## config.mk

```make
export PLATFORM = sky130hd
export DESIGN_NAME = termcap_escape_decoder
export DESIGN_NICKNAME = d
export VERILOG_FILES = /design/src/hdl/tcesc_pkg.sv /design/src/hdl/tcesc_decode.sv /design/src/hdl/tcesc_outq.sv /design/src/hdl/termcap_escape_decoder.sv
export VERILOG_INCLUDE_DIRS = /design/src /design/src/hdl
export SDC_FILE = /design/constraint.sdc
export NUM_CORES = 1
export LEC_CHECK = 0
export ABC_CLOCK_PERIOD_IN_PS = 4150
export BUFFER_PORTS_ARGS = -buffer_cell sky130_fd_sc_hd__buf_2
export CELL_PAD_IN_SITES_DETAIL_PLACEMENT = 1
export CELL_PAD_IN_SITES_GLOBAL_PLACEMENT = 2
export CORE_MARGIN = 10
export CORE_UTILIZATION = 41
export CTS_CLUSTER_SIZE = 16
export DETAILED_ROUTE_END_ITERATION = 8
export PLACE_DENSITY = 0.83
export SKIP_CTS_REPAIR_TIMING = 1
export SLEW_MARGIN = 40
export SYNTH_ARGS = -nofsm -noshare
export SYNTH_HDL_FRONTEND = slang
export SYNTH_SLANG_ARGS = --single-unit
```

## constraint.sdc

```tcl
create_clock -name aclk -period 4.15 [get_ports aclk]
set_input_delay 0.2075 -clock aclk [delete_from_list [all_inputs] [get_ports aclk]]
set_output_delay 0.2075 -clock aclk [all_outputs]
set_load 0.02 [all_outputs]
```

## src/hdl/termcap_escape_decoder_macros.svh

```systemverilog
// assertion macros for the termcap escape decoder
// used by the top level only, expects aclk and aresetn in scope
`ifndef TERMCAP_ESCAPE_DECODER_MACROS_SVH
`define TERMCAP_ESCAPE_DECODER_MACROS_SVH

// clocked check, off while reset is active
`define TCESC_ASSERT(lbl, prop) \
    lbl: assert property (@(posedge aclk) disable iff (!aresetn) prop) \
        else $error("termcap escape decoder check failed");

// clocked check with its own message
`define TCESC_ASSERT_MSG(lbl, prop, msg) \
    lbl: assert property (@(posedge aclk) disable iff (!aresetn) prop) \
        else $error(msg);

`endif

```

## src/hdl/tcesc_pkg.sv

```systemverilog
// shared types, character codes and helpers for the termcap escape decoder
// no dependencies
`default_nettype none

package tcesc_pkg;

    typedef enum logic [2:0] {
        PH_SKIP  = 3'd0,
        PH_PLAIN = 3'd1,
        PH_ESC   = 3'd2,
        PH_OCT   = 3'd3,
        PH_CARET = 3'd4
    } phase_t;

    localparam logic [7:0] CH_NUL    = 8'h00;
    localparam logic [7:0] CH_COLON  = 8'h3A;
    localparam logic [7:0] CH_CARET  = 8'h5E;
    localparam logic [7:0] CH_BSLASH = 8'h5C;
    localparam logic [7:0] CH_ZERO   = 8'h30;
    localparam logic [7:0] CH_NINE   = 8'h39;
    localparam logic [7:0] CH_UPPER_E = 8'h45;
    localparam logic [7:0] CH_LOWER_N = 8'h6E;
    localparam logic [7:0] CH_LOWER_R = 8'h72;
    localparam logic [7:0] CH_LOWER_B = 8'h62;
    localparam logic [7:0] CH_LOWER_T = 8'h74;

    localparam logic [7:0] BYTE_ESC = 8'h1B;
    localparam logic [7:0] BYTE_LF  = 8'h0A;
    localparam logic [7:0] BYTE_CR  = 8'h0D;
    localparam logic [7:0] BYTE_BS  = 8'h08;
    localparam logic [7:0] BYTE_TAB = 8'h09;

    localparam logic [7:0] CARET_OFFSET = 8'h40;
    localparam logic [1:0] OCT_MAX_DIGITS = 2'd3;

    typedef struct packed {
        logic [7:0] data;
        logic       valid;
        logic       last;
    } result_t;

    typedef struct packed {
        phase_t     phase;
        logic [7:0] oval;
        logic [1:0] odig;
    } state_t;

    typedef struct packed {
        logic    wr0;
        logic    wr1;
        result_t res0;
        result_t res1;
    } push_t;

    localparam state_t STATE_RESET = '{phase: PH_SKIP, oval: 8'h00, odig: 2'd0};
    localparam result_t RESULT_END = '{data: 8'h00, valid: 1'b0, last: 1'b1};

    function automatic logic is_term(input logic [7:0] c);
        return (c == CH_NUL) || (c == CH_COLON);
    endfunction

    function automatic logic is_dec(input logic [7:0] c);
        return (c >= CH_ZERO) && (c <= CH_NINE);
    endfunction

endpackage

`default_nettype wire

```

## src/hdl/tcesc_decode.sv

```systemverilog
// one decode step: next state and up to two results for one character
// depends on tcesc_pkg
`default_nettype none

module tcesc_decode (
    input  wire logic [7:0]        in_char,
    input  wire tcesc_pkg::state_t state_cur,
    output tcesc_pkg::state_t      state_nxt,
    output tcesc_pkg::push_t       push
);

    typedef struct packed {
        logic               emit;
        tcesc_pkg::result_t res;
        tcesc_pkg::phase_t  phase;
    } plain_t;

    function automatic plain_t plain_step(input logic [7:0] c);
        plain_t p;
        p.emit  = 1'b1;
        p.res   = '{data: c, valid: 1'b1, last: 1'b0};
        p.phase = tcesc_pkg::PH_PLAIN;
        if (tcesc_pkg::is_term(c)) begin
            p.res   = tcesc_pkg::RESULT_END;
            p.phase = tcesc_pkg::PH_SKIP;
        end else if (c == tcesc_pkg::CH_BSLASH) begin
            p.emit  = 1'b0;
            p.phase = tcesc_pkg::PH_ESC;
        end else if (c == tcesc_pkg::CH_CARET) begin
            p.emit  = 1'b0;
            p.phase = tcesc_pkg::PH_CARET;
        end
        return p;
    endfunction

    plain_t     pl;
    logic [7:0] digit;
    logic [7:0] oct_sum;
    logic [1:0] dig_sum;
    logic [7:0] esc_byte;

    assign pl      = plain_step(in_char);
    assign digit   = in_char - tcesc_pkg::CH_ZERO;
    assign oct_sum = {state_cur.oval[4:0], 3'b000} + digit;
    assign dig_sum = state_cur.odig + 2'd1;

    always_comb begin
        unique case (in_char)
            tcesc_pkg::CH_UPPER_E: esc_byte = tcesc_pkg::BYTE_ESC;
            tcesc_pkg::CH_LOWER_N: esc_byte = tcesc_pkg::BYTE_LF;
            tcesc_pkg::CH_LOWER_R: esc_byte = tcesc_pkg::BYTE_CR;
            tcesc_pkg::CH_LOWER_B: esc_byte = tcesc_pkg::BYTE_BS;
            tcesc_pkg::CH_LOWER_T: esc_byte = tcesc_pkg::BYTE_TAB;
            default:               esc_byte = in_char;
        endcase
    end

    always_comb begin
        state_nxt = state_cur;
        push      = '0;
        unique case (state_cur.phase)
            tcesc_pkg::PH_SKIP: begin
                if (!tcesc_pkg::is_dec(in_char)) begin
                    state_nxt.phase = pl.phase;
                    push.wr0        = pl.emit;
                    push.res0       = pl.res;
                    if (pl.res.last) begin
                        state_nxt = tcesc_pkg::STATE_RESET;
                    end
                end
            end
            tcesc_pkg::PH_ESC: begin
                if (tcesc_pkg::is_term(in_char)) begin
                    state_nxt = tcesc_pkg::STATE_RESET;
                    push.wr0  = 1'b1;
                    push.res0 = tcesc_pkg::RESULT_END;
                end else if (tcesc_pkg::is_dec(in_char)) begin
                    state_nxt.phase = tcesc_pkg::PH_OCT;
                    state_nxt.oval  = digit;
                    state_nxt.odig  = 2'd1;
                end else begin
                    state_nxt.phase = tcesc_pkg::PH_PLAIN;
                    push.wr0        = 1'b1;
                    push.res0       = '{data: esc_byte, valid: 1'b1, last: 1'b0};
                end
            end
            tcesc_pkg::PH_OCT: begin
                if (tcesc_pkg::is_dec(in_char)) begin
                    if (dig_sum == tcesc_pkg::OCT_MAX_DIGITS || dig_sum == 2'd0) begin
                        state_nxt.phase = tcesc_pkg::PH_PLAIN;
                        state_nxt.oval  = 8'h00;
                        state_nxt.odig  = 2'd0;
                        push.wr0        = 1'b1;
                        push.res0       = '{data: oct_sum, valid: 1'b1, last: 1'b0};
                    end else begin
                        state_nxt.oval = oct_sum;
                        state_nxt.odig = dig_sum;
                    end
                end else begin
                    // flush the pending value, then the character as plain text
                    state_nxt.phase = pl.phase;
                    state_nxt.oval  = 8'h00;
                    state_nxt.odig  = 2'd0;
                    push.wr0        = 1'b1;
                    push.res0       = '{data: state_cur.oval, valid: 1'b1, last: 1'b0};
                    push.wr1        = pl.emit;
                    push.res1       = pl.res;
                end
            end
            tcesc_pkg::PH_CARET: begin
                if (tcesc_pkg::is_term(in_char)) begin
                    state_nxt = tcesc_pkg::STATE_RESET;
                    push.wr0  = 1'b1;
                    push.res0 = tcesc_pkg::RESULT_END;
                end else begin
                    state_nxt.phase = tcesc_pkg::PH_PLAIN;
                    push.wr0        = 1'b1;
                    push.res0       = '{data: in_char - tcesc_pkg::CARET_OFFSET,
                                        valid: 1'b1, last: 1'b0};
                end
            end
            default: begin
                state_nxt.phase = pl.phase;
                push.wr0        = pl.emit;
                push.res0       = pl.res;
                if (pl.res.last) begin
                    state_nxt = tcesc_pkg::STATE_RESET;
                end
            end
        endcase
    end

endmodule

`default_nettype wire

```

## src/hdl/tcesc_outq.sv

```systemverilog
// small result queue: takes up to two results per cycle, gives one per cycle while popped
// depends on tcesc_pkg
`default_nettype none

module tcesc_outq #(
    parameter int DEPTH = 4
) (
    input  wire logic                        aclk,
    input  wire logic                        aresetn,
    input  wire tcesc_pkg::push_t            push,
    input  wire logic                        pop,
    output tcesc_pkg::result_t               head,
    output logic                             head_valid,
    output logic                             room,
    output logic [$clog2(DEPTH+1)-1:0]       count
);

    localparam int PTR_W = (DEPTH > 1) ? $clog2(DEPTH) : 1;
    localparam int CNT_W = $clog2(DEPTH + 1);

    tcesc_pkg::result_t entry_reg [DEPTH];
    logic [PTR_W-1:0]   wptr_reg, wptr_next, wptr1;
    logic [PTR_W-1:0]   rptr_reg, rptr_next;
    logic [CNT_W-1:0]   count_reg, count_next;

    function automatic logic [PTR_W-1:0] ptr_inc(input logic [PTR_W-1:0] p);
        return (p == PTR_W'(DEPTH - 1)) ? '0 : p + 1'b1;
    endfunction

    assign wptr1 = ptr_inc(wptr_reg);

    always_comb begin
        wptr_next = wptr_reg;
        if (push.wr1) begin
            wptr_next = ptr_inc(wptr1);
        end else if (push.wr0) begin
            wptr_next = wptr1;
        end
        rptr_next  = pop ? ptr_inc(rptr_reg) : rptr_reg;
        count_next = count_reg + CNT_W'(push.wr0) + CNT_W'(push.wr1) - CNT_W'(pop);
    end

    always_ff @(posedge aclk) begin
        if (!aresetn) begin
            wptr_reg  <= '0;
            rptr_reg  <= '0;
            count_reg <= '0;
        end else begin
            wptr_reg  <= wptr_next;
            rptr_reg  <= rptr_next;
            count_reg <= count_next;
        end
    end

    always_ff @(posedge aclk) begin
        for (int i = 0; i < DEPTH; i++) begin
            if (push.wr0 && wptr_reg == PTR_W'(i)) begin
                entry_reg[i] <= push.res0;
            end else if (push.wr1 && wptr1 == PTR_W'(i)) begin
                entry_reg[i] <= push.res1;
            end
        end
    end

    assign head       = entry_reg[rptr_reg];
    assign head_valid = (count_reg != '0);
    assign room       = (count_reg <= CNT_W'(DEPTH - 2));
    assign count      = count_reg;

endmodule

`default_nettype wire

```

## src/hdl/termcap_escape_decoder.sv

```systemverilog
// termcap escape decoder: input stage register, then decode into the result queue on m_*
// throughput one character per cycle while the queue has room; a flush of a pending octal
// byte gives two results, which leave one at a time and are absorbed by the result queue
// the queue holds 4 results by default; input stalls when fewer than 2 are free
// reset (aresetn low, synchronous) empties input stage and queue, decoder skips digits
// depends on tcesc_pkg, tcesc_decode, tcesc_outq and the macros header
`default_nettype none
`include "termcap_escape_decoder_macros.svh"

module termcap_escape_decoder #(
    parameter int QUEUE_DEPTH = 4
) (
    input  wire logic       aclk,
    input  wire logic       aresetn,
    input  wire logic       s_tvalid,
    output logic            s_tready,
    input  wire logic [7:0] s_tdata,   // [7:0] in_char
    output logic            m_tvalid,
    input  wire logic       m_tready,
    output logic [7:0]      m_tdata,   // [7:0] out_byte
    output logic            m_tuser,   // [0] byte_valid
    output logic            m_tlast
);

    localparam int CNT_W = $clog2(QUEUE_DEPTH + 1);

    logic               in_valid_reg;
    logic [7:0]         in_char_reg;
    logic               advance;
    logic               term_accept;
    tcesc_pkg::state_t  state_reg, state_next;
    tcesc_pkg::push_t   dec_push, q_push;
    tcesc_pkg::result_t q_head;
    logic               q_room;
    logic [CNT_W-1:0]   q_count;

    assign advance     = in_valid_reg && q_room;
    assign s_tready    = !in_valid_reg || q_room;
    assign term_accept = advance && tcesc_pkg::is_term(in_char_reg);

    always_ff @(posedge aclk) begin
        if (!aresetn) begin
            in_valid_reg <= 1'b0;
        end else if (s_tready) begin
            in_valid_reg <= s_tvalid;
        end
    end

    always_ff @(posedge aclk) begin
        if (s_tvalid && s_tready) begin
            in_char_reg <= s_tdata;
        end
    end

    always_ff @(posedge aclk) begin
        if (!aresetn) begin
            state_reg <= tcesc_pkg::STATE_RESET;
        end else if (advance) begin
            state_reg <= state_next;
        end
    end

    tcesc_decode u_decode (
        .in_char   (in_char_reg),
        .state_cur (state_reg),
        .state_nxt (state_next),
        .push      (dec_push)
    );

    always_comb begin
        q_push     = dec_push;
        q_push.wr0 = dec_push.wr0 && advance;
        q_push.wr1 = dec_push.wr1 && advance;
    end

    tcesc_outq #(
        .DEPTH (QUEUE_DEPTH)
    ) u_outq (
        .aclk       (aclk),
        .aresetn    (aresetn),
        .push       (q_push),
        .pop        (m_tvalid && m_tready),
        .head       (q_head),
        .head_valid (m_tvalid),
        .room       (q_room),
        .count      (q_count)
    );

    assign m_tdata = q_head.data;
    assign m_tuser = q_head.valid;
    assign m_tlast = q_head.last;

    `TCESC_ASSERT_MSG(a_queue_bound, (q_count <= CNT_W'(QUEUE_DEPTH)), "result queue overrun")
    `TCESC_ASSERT(a_end_is_empty, (m_tvalid && m_tlast) |-> (!m_tuser && m_tdata == 8'h00))
    `TCESC_ASSERT(a_term_resets, term_accept |=> (state_reg == tcesc_pkg::STATE_RESET))
    `TCESC_ASSERT(a_two_needs_one, q_push.wr1 |-> q_push.wr0)

endmodule

`default_nettype wire
```

==> run summary, run 1 <==
Status
* completed — status

Final layout
* nand2_1 — most common cell after layout, fill and taps aside
* 602 — filler-free cell count of the finished design
* 0 — Inserted Diodes
* 64 x nand2_1, 48 x edfxtp_1, 34 x o21ai_0 — most used cells in the layout excluding fill and tap cells
* 10.1% — area grow syn2layout
* 40 — flip-flop count of the largest register after layout
* 494 — final layout net count
* 17.1% — share of final-layout standard cells stronger than drive strength 1
* 2380 µm² — area occupied by multi-input gates
* 1900 µm² — area occupied by registers
* 1,208 — Fillers

Timing
* 3.55 ns — time the final worst path needs with I/O delays and setup
* 0.777 ns — transition time of the tightest slew-check pin
* 0 — number of setup violations in the final report
* 0 ns — aggregate negative setup slack
* 0.281 GHz — highest clock frequency the design can meet
* 0 — Final Hold Vio Count
* 0.00752 ns — setup clock skew after layout
* 85.6% — Final Cycle Share
* 0 — Slew Viols, Final
* 47.8% — Slew Limit Headroom
* no — setup repair after global routing missed its margin

Yosys
* 42.2% — sequential cell area fraction in the yosys report
* edfxtp_1 — Top FF cell, synth
* 4510 µm² — Mapped Area
* 471 — net count of the mapped netlist
* 10.4 µm² — mean area per synthesized cell
* 434 — synthesized instance count
* 48 — EDFF count, synth
* 70 — count of cell types in the netlist
* 0% — async set-or-reset flop fraction in the synthesized netlist
* 0 — number of warnings issued by yosys
* 71 — number of register bits inferred by synthesis

Clock tree
* 2 — Longest Clk Path Bufs
* clkbuf_8 — Root Driver
* 71 — clock net sink count
* 9 — TritonCTS Buffers
* 3 — # H-tree levels
* 0.07 ns — Reg clk slew, reported paths
* built — TritonCTS clock tree
* 0.35 ns — Clk Latency, worst-skew pair

Drt
* 12,000 µm — final wirelength
* 3,429 — detailed-route via count
* 0 — remaining number of nets flagged by the antenna check after routing
* 241 — drt first-iter violations
* 5.70 — number of vias per cell after detailed routing
* 0 — DRC violations left
* 4 — detailed-router iteration count before antenna repair
* 19.9 µm — routed wirelength normalized by instance count

GRT
* met2 — most crowded layer after global routing
* 25 — maximum number of pins on one net before global-route repair
* 19,900 µm — first-pass GRT wire length
* 20.0% — GR Layer Usage met1
* 3.32% — met3 track utilization from global routing
* 0 — total grt overflow
* 0 — initial antenna violation count
* 15.7% — all-layer global routing usage
* 3,622 — number of global-route vias before repair
* 26.1% — met2 Track Usage GR

Critical path
* 13 — Worst Reg2Reg Path Length in Cells
* reg2reg — startpoint-to-endpoint class of the critical path
* in_char_reg[7]$_DFFE_PP_ — FF-to-FF Start
* inv_1 > ha_1 > and4_1 > nand2_1 > o311ai_0 > o22ai_2 > inv_1 > ha_1 > inv_1 > fa_1 > fa_1 > xnor2_1 > and2_1 — ordered cell list for the critical path
* in_char_reg[7]$_DFFE_PP_ — crit path launch
* 0.60 ns — FF-to-FF setup slack
* 4.39 ns — required arrival time at the worst endpoint
* flip-flop — endpoint kind of the worst setup timing path
* adder cells — Crit path max-delay family
* u_outq.count[2]$_SDFF_PN0_ — RR Endpoint
* 0.52 ns — longest individual stage delay on the worst path
* 13 — CP Depth
* 3 — critical path buffer and inverter count
* inv_1 — cell with the most instances on the worst path
* 3.79 ns — WP data arrival
* flip-flop — element type at the critical path start
* o311ai_0 — master of the slowest instance on the critical path
* 8 — top fanout value on the critical path
* u_outq.count[2]$_SDFF_PN0_ — worst setup path end

Placed design
* 585 — Cell Count Post-Placement
* 0.866 — routability congestion estimate
* 9020 µm — DP HPWL
* 23 — Port Buf Inserts

Power
* 0.217 mV — worst ir drop on vdd
* 463 nW/µm² — power density over the cells
* 1.78 nW — Leakage Power

Die
* 41.8% — effective utilization at floorplan
* 125 µm — horizontal die dimension
* 15,600 µm² — Die ar.
* 38 — standard-cell rows
* 24 — number of primary I/O pins
* 10,800 µm² — area inside the core boundary
* 125 µm — Die H

Run
* 0 — maxcap violations

Worst hold path
* in2reg — Hold Crit Class

## report_power, final
part | total (mW) | leakage [nW] | switching [mW] | internal (mW)
Sequential | 0.966 | 0.624 | 0.0992 | 0.867
Clock | 0.600 | 0.104 | 0.263 | 0.336
Combinational | 0.734 | 1.05 | 0.441 | 0.293
Total | 2.30 | 1.78 | 0.803 | 1.50
## synthesized netlist by cell type, types with 5 or more instances
| master | count | area share, % |
|---|---|---|
| mux4_2 | 10 | 5.0 |
| buf_2 | 8 | 0.89 |
| nand2b_1 | 5 | 0.69 |
| clkbuf_1 | 5 | 0.42 |
| xnor2_1 | 7 | 1.4 |
| o211a_1 | 5 | 1.1 |
| ha_1 | 22 | 6.1 |
| o21ai_0 | 34 | 3.8 |
| nor3_1 | 7 | 0.78 |
| o211ai_1 | 10 | 1.7 |
| nand3_1 | 12 | 1.3 |
| o21ai_1 | 6 | 0.67 |
| nand2_1 | 64 | 5.3 |
| and2_1 | 6 | 0.83 |
| edfxtp_1 | 48 | 32 |
| nor2_1 | 11 | 0.92 |
| inv_1 | 29 | 2.4 |
| mux2i_1 | 13 | 2.9 |
| a21oi_1 | 25 | 2.8 |
| dfxtp_1 | 23 | 10 |
## cell families after synthesis
kind of cell / share of synthesized area (%)
AOI/OAI and AO/OA: 19.5
adders and majority gates: 7.44
DFF: 42.2
and+or+nand+nor: 15.4
xor gates and xnor gates: 2.47
buffers and inverters: 5.13
muxes: 7.88
## stage by stage
stage	hold WS (ns)	total power [mW]	cell area (µm²)	utilization, %	worst slack [ns]
detailed placement	0.386	1.73	4740	44.0	0.641
floorplan	0.306	1.50	4510	-	0.942
finish	0.0332	2.30	4970	46.0	0.597
CTS	0.0129	2.33	4960	45.9	0.613
global placement	0.387	1.70	4740	43.9	0.838
global route	0.00514	2.46	4970	46.0	0.346
## final cells by class
cell class | count | share of cell area, %
Multi-Input combinational cell | 313 | 47.9
Sequential cell | 71 | 38.3
Clock inverter | 6 | 1.71
Tap cell | 140 | 3.53
Timing Repair Buffer | 32 | 3.68
Clock buffer | 10 | 2.57
Inverter | 30 | 2.27
## worst min path at each step
stage / to / slack, ns / cells after the start / startpoint
after floorplan: in_char_reg[0]$_DFFE_PP_ / 0.31 / 0 / s_tdata[0]
after global placement: in_char_reg[1]$_DFFE_PP_ / 0.39 / 1 / s_tdata[1]
after detailed placement: in_char_reg[6]$_DFFE_PP_ / 0.39 / 1 / s_tdata[6]
after CTS: in_char_reg[1]$_DFFE_PP_ / 0.01 / 1 / s_tdata[1]
after global routing: in_char_reg[1]$_DFFE_PP_ / 0.005 / 1 / s_tdata[1]
final: in_char_reg[1]$_DFFE_PP_ / 0.03 / 1 / s_tdata[1]
## metal layers
| layer | vias up | wire [µm] |
|---|---|---|
| li1 | 1650 | - |
| met3 | 11 | 532 |
| met5 | - | 0 |
| met1 | 1703 | 5490 |
| met2 | 65 | 5800 |
| met4 | 0 | 161 |
## worst reg2reg max path: cells and delay by family (launching register included)
family,cells,cell delay (ns)
adders and majority gates,4,1.15
DFF,1,0.49
and+or+nand+nor,3,0.58
xor gates and xnor gates,1,0.13
buffers and inverters,3,0.34
AOI/OAI and AO/OA,2,0.76
Note: power is estimated with default switching activity, not from simulation.
==> run 2, diff against run 1 <==
--- a/config.mk
+++ b/config.mk
@@ -6,15 +6,16 @@
 export SDC_FILE = /design/constraint.sdc
 export NUM_CORES = 1
 export LEC_CHECK = 0
+export ABC_AREA = 1
 export ABC_CLOCK_PERIOD_IN_PS = 4150
 export BUFFER_PORTS_ARGS = -buffer_cell sky130_fd_sc_hd__buf_2
 export CELL_PAD_IN_SITES_DETAIL_PLACEMENT = 1
 export CELL_PAD_IN_SITES_GLOBAL_PLACEMENT = 2
 export CORE_MARGIN = 10
-export CORE_UTILIZATION = 41
+export CORE_UTILIZATION = 36
 export CTS_CLUSTER_SIZE = 16
 export DETAILED_ROUTE_END_ITERATION = 8
-export PLACE_DENSITY = 0.83
+export PLACE_DENSITY = 0.82
 export SKIP_CTS_REPAIR_TIMING = 1
 export SLEW_MARGIN = 40
 export SYNTH_ARGS = -nofsm -noshare
==> run 2 against run 1 <==
Via count grew 22%; core utilization is 4.4 points lower; largest cell class unchanged; area after synthesis up 3.6%; sequential share of layout area shrank 2.3 points; cell count rose by 36%; clock power grew 45%; critical path type unchanged; final area is 6.2% higher; first-iteration DRC count is 16% higher; setup slack improved by 0.13 ns; critical path depth rose by 4; clock skew shrank 0.0013 ns.
==> run summary, run 2 <==
Drt
* 14,500 µm — final wirelength
* 279 — drt first-iter violations
* 5.09 — number of vias per cell after detailed routing
* 4,178 — detailed-route via count
* 0 — remaining number of nets flagged by the antenna check after routing
* 4 — detailed-router iteration count before antenna repair
* 17.6 µm — routed wirelength normalized by instance count
* 0 — DRC violations left

Die
* 24 — number of primary I/O pins
* 36.9% — effective utilization at floorplan
* 12,700 µm² — area inside the core boundary
* 134 µm — horizontal die dimension
* 134 µm — Die H
* 41 — standard-cell rows
* 17,900 µm² — Die ar.

Power
* 2.30 nW — Leakage Power
* 36.4% — switching power as a share of total power
* 31.8% — portion of total power attributed to the clock network
* 1.74 mW — internal portion of total power
* 33.6% — Logic pwr share
* 518 nW/µm² — power density over the cells
* 0.994 mW — Sw Pwr
* 0.157 mV — worst ir drop on vdd
* 34.6% — part of the total power dissipated in sequential elements

Yosys
* 0% — async set-or-reset flop fraction in the synthesized netlist
* 40.7% — sequential cell area fraction in the yosys report
* edfxtp_1 — Top FF cell, synth
* nand2_1 — count leader, synth
* edfxtp_1 — dominant cell type by area after synthesis
* 7.50 µm² — mean area per synthesized cell
* 48 — EDFF count, synth
* 660 — net count of the mapped netlist
* 623 — synthesized instance count
* 0 — number of warnings issued by yosys
* 187 x nand2_1, 75 x nand3_1, 64 x nor2_1 — list of most frequent post-synthesis cells
* 4670 µm² — Mapped Area
* 38 — count of cell types in the netlist
* 71 — number of register bits inferred by synthesis
* 30.9% — area share of the largest cell type after synthesis
* edfxtp_1 31%, nand2_1 15%, dfxtp_1 9.9% — leading post-synthesis cells by cell area

Final layout
* 12.9% — area grow syn2layout
* 11.1% — share of final-layout standard cells stronger than drive strength 1
* 0 — Inserted Diodes
* 40 — flip-flop count of the largest register after layout
* 682 — final layout net count
* 187 x nand2_1, 75 x nand3_1, 64 x nor2_1 — most used cells in the layout excluding fill and tap cells
* nand2_1 — most common cell after layout, fill and taps aside

Timing
* 0.724 ns — post-route worst setup slack
* 0 — Final Hold Vio Count
* 3.43 ns — time the final worst path needs with I/O delays and setup
* 0 — number of setup violations in the final report
* 54.3% — Slew Limit Headroom
* 0 — Slew Viols, Final
* no — setup repair after global routing missed its margin
* 0.0359 ns — Hold Slack
* 0.292 GHz — highest clock frequency the design can meet
* 0 ns — aggregate negative setup slack
* 0.680 ns — transition time of the tightest slew-check pin
* 0.00619 ns — setup clock skew after layout
* 82.6% — Final Cycle Share

GRT
* 0 — initial antenna violation count
* 16.9% — all-layer global routing usage
* 4,517 — number of global-route vias before repair
* 0 — total grt overflow
* 24,200 µm — first-pass GRT wire length
* 22 — maximum number of pins on one net before global-route repair

Critical path
* 4.37 ns — required arrival time at the worst endpoint
* 17 — Worst Reg2Reg Path Length in Cells
* flip-flop — element type at the critical path start
* u_outq.count[2]$_SDFF_PN0_ — worst setup path end
* 7 — top fanout value on the critical path
* u_outq.count[2]$_SDFF_PN0_ — RR Endpoint
* 0.72 ns — FF-to-FF setup slack
* reg2reg — startpoint-to-endpoint class of the critical path
* flip-flop — endpoint kind of the worst setup timing path
* in_char_reg[6]$_DFFE_PP_ — crit path launch
* in_char_reg[6]$_DFFE_PP_ — FF-to-FF Start
* 3.65 ns — WP data arrival

Placed design
* 23 — Port Buf Inserts
* 0.762 ns — worst setup slack before clock tree synthesis
* 11,700 µm — DP HPWL
* 0.917 — routability congestion estimate

Status
* completed — status

Clock tree
* 9 — TritonCTS Buffers
* 0.06 ns — Reg clk slew, reported paths
* clkbuf_16 — Root Driver
* 2 — Longest Clk Path Bufs
* 0.35 ns — Clk Latency, worst-skew pair
* built — TritonCTS clock tree
* 71 — clock net sink count
* 3 — # H-tree levels

Run
* 0 — maxcap violations

Worst hold path
* in2reg — Hold Crit Class

## run 2: changes by cell type in the layout (fill, tap and decap cells not counted), moves of 10 or more
| cell | before | now |
|---|---|---|
| nand3_1 | 12 | 75 |
| mux2i_1 | 13 | 0 |
| inv_1 | 29 | 52 |
| mux4_2 | 10 | 0 |
| nor2_1 | 11 | 64 |
| nand2_1 | 64 | 187 |
## run 2: cells by family after synthesis
| kind of cell | Yosys count | synth area share, % |
|---|---|---|
| compound gates | 79 | 9.62 |
| xor+xnor | 6 | 1.13 |
| fa+ha+maj | 25 | 7.18 |
| buf+inv | 79 | 7.37 |
| flops | 71 | 40.7 |
| simple gates | 363 | 34.0 |
## run 2: power by group through the flow
stage / logic (mW) / clock network (mW) / registers, mW
finish: 0.918 / 0.870 / 0.945
global placement: 0.897 / 0 / 0.956
detailed placement: 0.928 / 0 / 0.961
CTS: 0.933 / 0.890 / 0.947
global route: 1.04 / 0.920 / 0.958
floorplan: 0.681 / 0 / 0.917
## run 2: critical path, stage by stage (launching register included)
cell and delay [ns]:
edfxtp_1 0.47, inv_1 0.24, ha_1 0.21, nand2_1 0.11, inv_1 0.07, nand3_1 0.10, nand2_1 0.10, inv_1 0.13
nand3_1 0.13, nand2_1 0.10, nand3_4 0.13, nand2_1 0.12, ha_1 0.32, inv_1 0.05, fa_1 0.39, fa_1 0.39
xor2_1 0.17, nor2_1 0.06
## run 2: final cells by class
cell class / count / area (µm²)
fillers: 1598 / 7400
multi-input cells: 473 / 2430
flip-flops and latches: 71 / 1900
clock buffers: 11 / 233
inverters: 59 / 223
well taps: 172 / 215
repair buffers: 31 / 175
clock inverters: 4 / 95.1
## run 2: how the worst min path moves through the flow
stage	depth (start not counted)	from	endpoint
floorplan	0	s_tdata[0]	in_char_reg[0]$_DFFE_PP_
global placement	1	s_tdata[1]	in_char_reg[1]$_DFFE_PP_
detailed placement	1	s_tdata[4]	in_char_reg[4]$_DFFE_PP_
CTS	1	s_tdata[5]	in_char_reg[5]$_DFFE_PP_
global route	1	s_tdata[7]	in_char_reg[7]$_DFFE_PP_
finish	1	s_tdata[5]	in_char_reg[5]$_DFFE_PP_
## run 2: metrics by stage
stage / cells / cell area [µm²] / utilization, % / total power [mW]
2_1_floorplan: 623 / 4670 / - / 1.60
3_3_place_gp: 806 / 4940 / 39.0 / 1.85
3_5_place_dp: 806 / 4950 / 39.0 / 1.89
4_1_cts: 821 / 5270 / 41.6 / 2.77
5_1_grt: 821 / 5270 / 41.6 / 2.92
6_report: 821 / 5270 / 41.6 / 2.73
## run 2: layer usage
metal	GRT usage, %	up-vias	share of wire (%)
met5	0	-	0
met4	6.59	0	2.1
met3	2.88	19	2.7
met2	29.4	51	50
met1	20.3	1988	45
li1	-	2120	-
